==> config.mk <==
export PLATFORM = sky130hd
export DESIGN_NAME = linear_interp_resampler_top
export DESIGN_NICKNAME = d
export VERILOG_FILES = /design/src/lir_pkg.sv /design/src/lir_interp_unit.sv /design/src/linear_interp_resampler_top.sv
export SDC_FILE = /design/constraint.sdc
export NUM_CORES = 1
export LEC_CHECK = 0
export ABC_CLOCK_PERIOD_IN_PS = 9900
export BUFFER_PORTS_ARGS = -buffer_cell sky130_fd_sc_hd__buf_4
export CAP_MARGIN = 20
export CORE_UTILIZATION = 45
export CTS_CLUSTER_DIAMETER = 150
export DETAILED_ROUTE_END_ITERATION = 8
export GPL_TIMING_DRIVEN = 0
export PLACE_DENSITY = 0.65
export SYNTH_ARGS = -nofsm -noshare
export SYNTH_HDL_FRONTEND = slang
export SYNTH_SLANG_ARGS = --single-unit
export TNS_END_PERCENT = 5
==> constraint.sdc <==
create_clock -name clk -period 9.9 [get_ports clk]
set_input_delay 1.98 -clock clk [delete_from_list [all_inputs] [get_ports clk]]
set_output_delay 1.98 -clock clk [all_outputs]
set_load 0.03 [all_outputs]
==> src/lir_pkg.sv <==
// Shared types and constants for the linear interpolation resampler.
// Used by lir_interp_unit and linear_interp_resampler_top.
`timescale 1ns / 1ps
`default_nettype none
package lir_pkg;

  localparam int SAMPLE_W = 16;
  localparam int FRAC_W   = 16;
  localparam int PHASE_W  = 32;
  localparam int RATIO_W  = 21;
  localparam int LEN_W    = 15;
  localparam int ADDR_W   = 4;
  localparam int CNT_W    = 2;

  localparam logic [1:0] REG_RATE    = 2'd0;
  localparam logic [1:0] REG_IN_LEN  = 2'd1;
  localparam logic [1:0] REG_OUT_LEN = 2'd2;

  localparam logic [RATIO_W-1:0] RATIO_MIN   = RATIO_W'(1 << (FRAC_W - 1));
  localparam logic [RATIO_W-1:0] RATIO_RESET = RATIO_W'(1 << FRAC_W);
  localparam logic [LEN_W-1:0]   LEN_MIN     = LEN_W'(2);
  localparam logic [LEN_W-1:0]   LEN_RESET   = LEN_W'(2048);
  localparam logic [CNT_W-1:0]   MAX_RUN     = CNT_W'(2);

  typedef logic signed [SAMPLE_W-1:0] sample_t;

  typedef struct packed {
    sample_t           prev;
    sample_t           cur;
    logic [FRAC_W-1:0] frac;
  } interp_op_t;

endpackage
`default_nettype wire

==> src/lir_interp_unit.sv <==
// Shared interpolation datapath: prev + (cur - prev) * frac, rounded half up.
// Depends on lir_pkg for sample width, fraction width and the operand struct.
`timescale 1ns / 1ps
`default_nettype none
module lir_interp_unit (
  input  wire lir_pkg::interp_op_t op,
  output lir_pkg::sample_t         result
);

  localparam int SW  = lir_pkg::SAMPLE_W;
  localparam int FW  = lir_pkg::FRAC_W;
  localparam int PW  = SW + 1 + FW + 1;
  localparam int NW  = PW + 1;

  logic signed [SW:0]   diff;
  logic signed [FW:0]   frac_s;
  logic signed [PW-1:0] prod;
  logic signed [NW-1:0] num;

  assign diff   = SW'(op.cur) - SW'(op.prev) + (SW + 1)'(0);
  assign frac_s = $signed({1'b0, op.frac});
  assign prod   = PW'(diff) * PW'(frac_s);
  assign num    = (NW'(op.prev) <<< FW) + NW'(prod) + NW'(1 << (FW - 1));
  assign result = num[FW+SW-1:FW];

endmodule
`default_nettype wire

==> src/linear_interp_resampler_top.sv <==
// Linear interpolation resampler for complex I/Q streams, top level.
// Depends on lir_pkg and lir_interp_unit.
//
// Usage:
//   Input words arrive on s_t* (s_tdata = sample_i, sample_q). Each word may
//   cause zero, one or two output words on m_t* (m_tdata = out_i, out_q;
//   m_tuser = block_end; m_tlast = last_of_run, set on the last word caused
//   by an input). Registers rate_ratio (0x0), in_block_len (0x4) and
//   out_block_len (0x8) are written over the APB port; the user must write
//   them only while idle, since the block itself does not enforce it. An input
//   word passes through the accept state, the check state, then per output two
//   passes through the single shared multiplier (I, then Q) plus a load into
//   the output register, and a final update state. s_tready is high only
//   between words. An output word waits in the output register; the next input
//   is taken while it waits, but a new output is loaded only once the previous
//   one has been taken, so a stalled receiver holds the sequencer. Reset clears
//   the sample history, the block position, the phase and the output valid and
//   restores the register defaults.
`timescale 1ns / 1ps
`default_nettype none
module linear_interp_resampler_top (
  input  wire                       clk,
  input  wire                       rst,
  // s_tdata: [15:0] sample_i, [31:16] sample_q
  input  wire                       s_tvalid,
  output logic                      s_tready,
  input  wire  [31:0]               s_tdata,
  // m_tdata: [15:0] out_i, [31:16] out_q; m_tuser: [0] block_end
  output logic                      m_tvalid,
  input  wire                       m_tready,
  output logic [31:0]               m_tdata,
  output logic                      m_tuser,
  output logic                      m_tlast,
  input  wire                       psel,
  input  wire                       penable,
  input  wire                       pwrite,
  input  wire  [lir_pkg::ADDR_W-1:0] paddr,
  input  wire  [31:0]               pwdata,
  output logic [31:0]               prdata,
  output logic                      pready
);

  localparam int SW = lir_pkg::SAMPLE_W;
  localparam int FW = lir_pkg::FRAC_W;
  localparam int PH = lir_pkg::PHASE_W;
  localparam int RW = lir_pkg::RATIO_W;
  localparam int LW = lir_pkg::LEN_W;
  localparam int CW = lir_pkg::CNT_W;
  localparam int BW = PH - FW;

  localparam logic [2:0] S_IDLE  = 3'd0;
  localparam logic [2:0] S_CHECK = 3'd1;
  localparam logic [2:0] S_MUL_I = 3'd2;
  localparam logic [2:0] S_MUL_Q = 3'd3;
  localparam logic [2:0] S_LAST  = 3'd4;
  localparam logic [2:0] S_DONE  = 3'd5;

  logic [2:0]            state;
  logic [RW-1:0]         rate_ratio;
  logic [LW-1:0]         in_block_len;
  logic [LW-1:0]         out_block_len;
  lir_pkg::sample_t      cur_i, cur_q, prev_i, prev_q, res_i, res_q;
  logic                  res_be;
  logic [LW-1:0]         in_index;
  logic [LW-1:0]         out_index;
  logic [PH-1:0]         phase;
  logic [CW-1:0]         run_cnt;

  logic [RW-1:0]         ratio;
  logic [LW-1:0]         in_len, out_len;
  logic [BW-1:0]         base_want;
  logic                  more;
  logic [PH:0]           phase_sum;
  logic [PH-1:0]         phase_next;
  logic                  out_free;
  logic                  cfg_wr;
  lir_pkg::interp_op_t   op;
  lir_pkg::sample_t      interp_res;

  assign pready   = 1'b1;
  assign cfg_wr   = psel && penable && pwrite && pready;
  assign s_tready = (state == S_IDLE);
  assign out_free = !m_tvalid || m_tready;

  assign ratio   = (rate_ratio < lir_pkg::RATIO_MIN) ? lir_pkg::RATIO_MIN : rate_ratio;
  assign in_len  = (in_block_len < lir_pkg::LEN_MIN) ? lir_pkg::LEN_MIN : in_block_len;
  assign out_len = (out_block_len < lir_pkg::LEN_MIN) ? lir_pkg::LEN_MIN : out_block_len;

  assign base_want = BW'(in_index) - BW'(1);
  assign more = (in_index != '0) && (run_cnt != lir_pkg::MAX_RUN) &&
                (out_index < out_len - LW'(1)) && (phase[PH-1:FW] == base_want);

  assign phase_sum  = (PH + 1)'(phase) + (PH + 1)'(ratio);
  assign phase_next = phase_sum[PH] ? '1 : phase_sum[PH-1:0];

  always_comb begin
    op.frac = phase[FW-1:0];
    if (state == S_MUL_Q) begin
      op.prev = prev_q;
      op.cur  = cur_q;
    end else begin
      op.prev = prev_i;
      op.cur  = cur_i;
    end
  end

  lir_interp_unit u_interp (
    .op     (op),
    .result (interp_res)
  );

  always_comb begin
    unique case (paddr[3:2])
      lir_pkg::REG_RATE:    prdata = 32'(rate_ratio);
      lir_pkg::REG_IN_LEN:  prdata = 32'(in_block_len);
      lir_pkg::REG_OUT_LEN: prdata = 32'(out_block_len);
      default:              prdata = 32'd0;
    endcase
  end

  always_ff @(posedge clk) begin
    if (rst) begin
      rate_ratio    <= lir_pkg::RATIO_RESET;
      in_block_len  <= lir_pkg::LEN_RESET;
      out_block_len <= lir_pkg::LEN_RESET;
    end else if (cfg_wr) begin
      unique case (paddr[3:2])
        lir_pkg::REG_RATE:    rate_ratio    <= pwdata[RW-1:0];
        lir_pkg::REG_IN_LEN:  in_block_len  <= pwdata[LW-1:0];
        lir_pkg::REG_OUT_LEN: out_block_len <= pwdata[LW-1:0];
        default: ;
      endcase
    end
  end

  always_ff @(posedge clk) begin
    if (rst) begin
      state     <= S_IDLE;
      prev_i    <= '0;
      prev_q    <= '0;
      in_index  <= '0;
      out_index <= '0;
      phase     <= '0;
      run_cnt   <= '0;
      m_tvalid  <= 1'b0;
    end else begin
      if (state == S_LAST && out_free) begin
        m_tvalid <= 1'b1;
      end else if (m_tready) begin
        m_tvalid <= 1'b0;
      end
      unique case (state)
        S_IDLE: begin
          if (s_tvalid) begin
            cur_i   <= s_tdata[SW-1:0];
            cur_q   <= s_tdata[2*SW-1:SW];
            run_cnt <= '0;
            state   <= S_CHECK;
          end
        end
        S_CHECK: begin
          state <= more ? S_MUL_I : S_DONE;
        end
        S_MUL_I: begin
          res_i <= interp_res;
          state <= S_MUL_Q;
        end
        S_MUL_Q: begin
          res_q     <= interp_res;
          res_be    <= (out_index == out_len - LW'(2));
          out_index <= out_index + LW'(1);
          phase     <= phase_next;
          run_cnt   <= run_cnt + CW'(1);
          state     <= S_LAST;
        end
        S_LAST: begin
          if (out_free) begin
            m_tdata  <= {res_q, res_i};
            m_tuser  <= res_be;
            m_tlast  <= !more;
            state    <= more ? S_MUL_I : S_DONE;
          end
        end
        S_DONE: begin
          prev_i <= cur_i;
          prev_q <= cur_q;
          if (in_index != '0 && in_index >= in_len - LW'(1)) begin
            in_index  <= LW'(1);
            out_index <= '0;
            phase     <= '0;
          end else begin
            in_index <= in_index + LW'(1);
          end
          state <= S_IDLE;
        end
        default: state <= S_IDLE;
      endcase
    end
  end

endmodule
`default_nettype wire

==> results by group <==
Outcome
  – Status: finished clean

Worst setup path
  – FF-to-FF End: res_q[14]$_DFFE_PP_
  – Worst Path Buf+Inv: 7
  – R2R cell count: 36
  – Cell mode on critical path: fa_1
  – Reg2reg start: state[2]$_SDFFE_PP0P_
  – Crit path launch: state[2]$_SDFFE_PP0P_
  – Worst setup SP type: register
  – Crit Path Class: reg -> reg
  – Worst setup EP type: register
  – CP max FO: 10
  – Critical path depth: 36
  – Kind of cell adding the most delay to the critical path: adder cells
  – Crit path required time: 10.21 ns
  – CP peak stage delay: 0.56 ns
  – Worst R2R Setup Slack: 0.40 ns
  – Crit path DAT: 9.81 ns
  – Slowest cell on crit path: fa_1
  – Critical Path Sink: res_q[14]$_DFFE_PP_

Timing
  – FMAX: 0.105 GHz
  – Clock Skew: 0.0100 ns
  – Final hold violations: 0
  – Least-Margin Pin Slew: 0.877 ns
  – Fin Setup TNS: 0 ns
  – Period Utilization, post-route: 96.0%
  – Slew Viols, Final: 0
  – Max_slew headroom: 41.2%
  – Worst hold slack: 0.418 ns
  – # setup viols final: 0
  – Post-layout min period: 9.50 ns

Global routing
  – Largest net degree at the start of global routing: 33
  – GRT met2 Usage: 39.7%
  – Vias in the first global route: 19,396
  – Initial antenna violation count: 2
  – GRT Residual Overflow: 0
  – Grt peak-use layer: met2
  – GR met3 Demand/Resource: 4.25%
  – Total GRT Usage: 24.8%
  – GR Util met1: 34.1%
  – First-pass GRT wire length: 105,000 um

Clock network
  – # hold bufs at CTS: 0
  – Clock Sinks: 250
  – CTS Buffer Depth: 3
  – H-tree level count: 1
  – Worst-skew pair later-pin latency: 0.58 ns
  – CTS Buf Count: 29
  – Clock Tree Root: clkbuf_16
  – Clock transition at the registers of the reported paths: 0.06 ns
  – CTS tree: built

Drt
  – Via Count: 19,106
  – Vias per cell: 5.34
  – DR iter-0 viols: 1,367
  – DRC errors left: 0
  – DRT Wirelength: 66,500 um
  – Routed len/inst: 18.6 um
  – DRT antenna net count: 0
  – DR pass1 iterations: 6

Placed design
  – Port Buffers: 118
  – Routability cong.: 0.926
  – Placed cell count: 3,503
  – Area after DPL: 26,200 um2
  – Post-DP HPWL: 53,400 um

Synth
  – Cell count after synthesis: 2,682
  – Async set-or-reset flop fraction in the synthesized netlist: 0%
  – Post-synthesis sequential area ratio: 24.6%
  – Synth Flop Type: dfxtp_1
  – Synth unique cells: 79
  – Synth top cells by count: 407 x inv_1, 385 x nand2_1, 286 x fa_1
  – Syn Area/Cell: 9.07 um2
  – Dominant cells by area after synthesis: fa_1 24%, dfxtp_1 12%, edfxtp_1 12%
  – Yosys reg bits: 250
  – Dominant cell type by area after synthesis: fa_1
  – Synthesized cell area: 24,300 um2
  – Syn. warnings: 0
  – Synth top area share: 23.5%
  – Number of enable flip-flop cells after synthesis: 99
  – Count leader, synth: inv_1

Power and ir drop
  – Peak VDD IR: 0.140 mV
  – Pint: 2.06 mW
  – Sequential group share of total power: 37.2%
  – Leakage: 13.0 nW
  – Sw Share: 35.2%
  – Clock share of power: 33.0%
  – Switching Power: 1.12 mW
  – Gate power share: 29.8%
  – Cell Pwr Density: 116 nW/um2

Final layout
  – Layout Cells excl Fill: 3,577
  – Fin area: 27,600 um2
  – Fin util: 52.1%
  – Biggest regs: m_tdata x32, phase x32, rate_ratio x21
  – N_diodes: 0
  – Area grow syn2layout: 13.4%
  – Layout cells sized above 1: 10.0%
  – Fin nets: 3,397

Floorplanning
  – I/O pin count: 144
  – Core footprint: 53,000 um2
  – Chip width: 235 um
  – Row count: 84
  – Die height: 235 um
  – Die Area: 55,000 um2
  – Starting Density: 45.9%

Hold path
  – Worst min path class: reg -> reg

Job
  – Max_cap viols: 0
through the flow:
| step | setup slack, ns | power, mW |
|---|---|---|
| after floorplan | 0.772 | 1.73 |
| after global placement | -1.84 | 2.02 |
| after detailed placement | -2.03 | 2.05 |
| after CTS | 0.0165 | 3.14 |
| after global routing | -0.0242 | 3.32 |
| final | 0.400 | 3.19 |
power by group through the flow:
stage	clock, mW	sequential, mW	combinational, mW
after detailed placement	0	1.20	0.853
after floorplan	0	1.22	0.508
after global placement	0	1.20	0.826
after global routing	1.11	1.19	1.02
final	1.05	1.18	0.951
after CTS	1.07	1.18	0.887
kinds of logic after synthesis:
| group | Yosys count | synth area share, % |
|---|---|---|
| fa+ha+maj | 456 | 32.3 |
| mux | 37 | 1.52 |
| buf+inv | 544 | 8.69 |
| simple gates | 887 | 18.0 |
| other cells | 2 | 0.0309 |
| compound gates | 348 | 9.13 |
| xor+xnor | 158 | 5.69 |
| flops | 250 | 24.6 |
worst min-delay path by stage:
stage	from	endpoint	cells past startpoint
after floorplan	res_i[0]$_DFFE_PP_	m_tdata[0]$_DFFE_PP_	0
after global placement	res_q[9]$_DFFE_PP_	m_tdata[25]$_DFFE_PP_	0
after detailed placement	res_i[9]$_DFFE_PP_	m_tdata[9]$_DFFE_PP_	0
after CTS	res_q[9]$_DFFE_PP_	m_tdata[25]$_DFFE_PP_	0
after global routing	res_i[0]$_DFFE_PP_	m_tdata[0]$_DFFE_PP_	0
final	res_i[8]$_DFFE_PP_	m_tdata[8]$_DFFE_PP_	0
cell type report:
cell class	instances	area [um2]
plain buffers	135	657
clock buffers	38	781
clock inverters	16	143
fillers	4940	25400
inverters	408	1540
multi-input cells	1898	16500
flip-flops and latches	250	6000
well taps	688	861
repair buffers	144	1110
per-layer routing:
| metal | part of all wire [%] | wire length [um] |
|---|---|---|
| met5 | 0.020 | 13 |
| met1 | 44 | 29500 |
| met4 | 3.0 | 1960 |
| met2 | 45 | 30100 |
| met3 | 7.3 | 4870 |
layout by cell type, fill, tap and decap left out, types with 22 or more instances in the layout:
master / count
a21oi_1: 149
nand2_1: 382
nor3_1: 27
nor2_1: 91
a21o_1: 23
and3_1: 22
and2_1: 185
mux2i_1: 36
nand3_1: 22
edfxtp_1: 99
o21ai_0: 44
buf_4: 156
xor2_1: 73
inv_1: 406
ha_1: 170
clkbuf_16: 30
nand4_1: 26
clkbuf_1: 95
nor2b_1: 39
nand2b_1: 22
xnor2_1: 74
fa_1: 284
dfxtp_1: 149
timing repair:
action | in CTS | in global routing
gates resized for setup | 46 | 36
pin swaps | 10 | 12
endpoints found under the setup margin | 32 | 16
buffers inserted | 10 | 11
endpoints found under the hold margin | 0 | 0
Power figures use the tool's default switching activity.
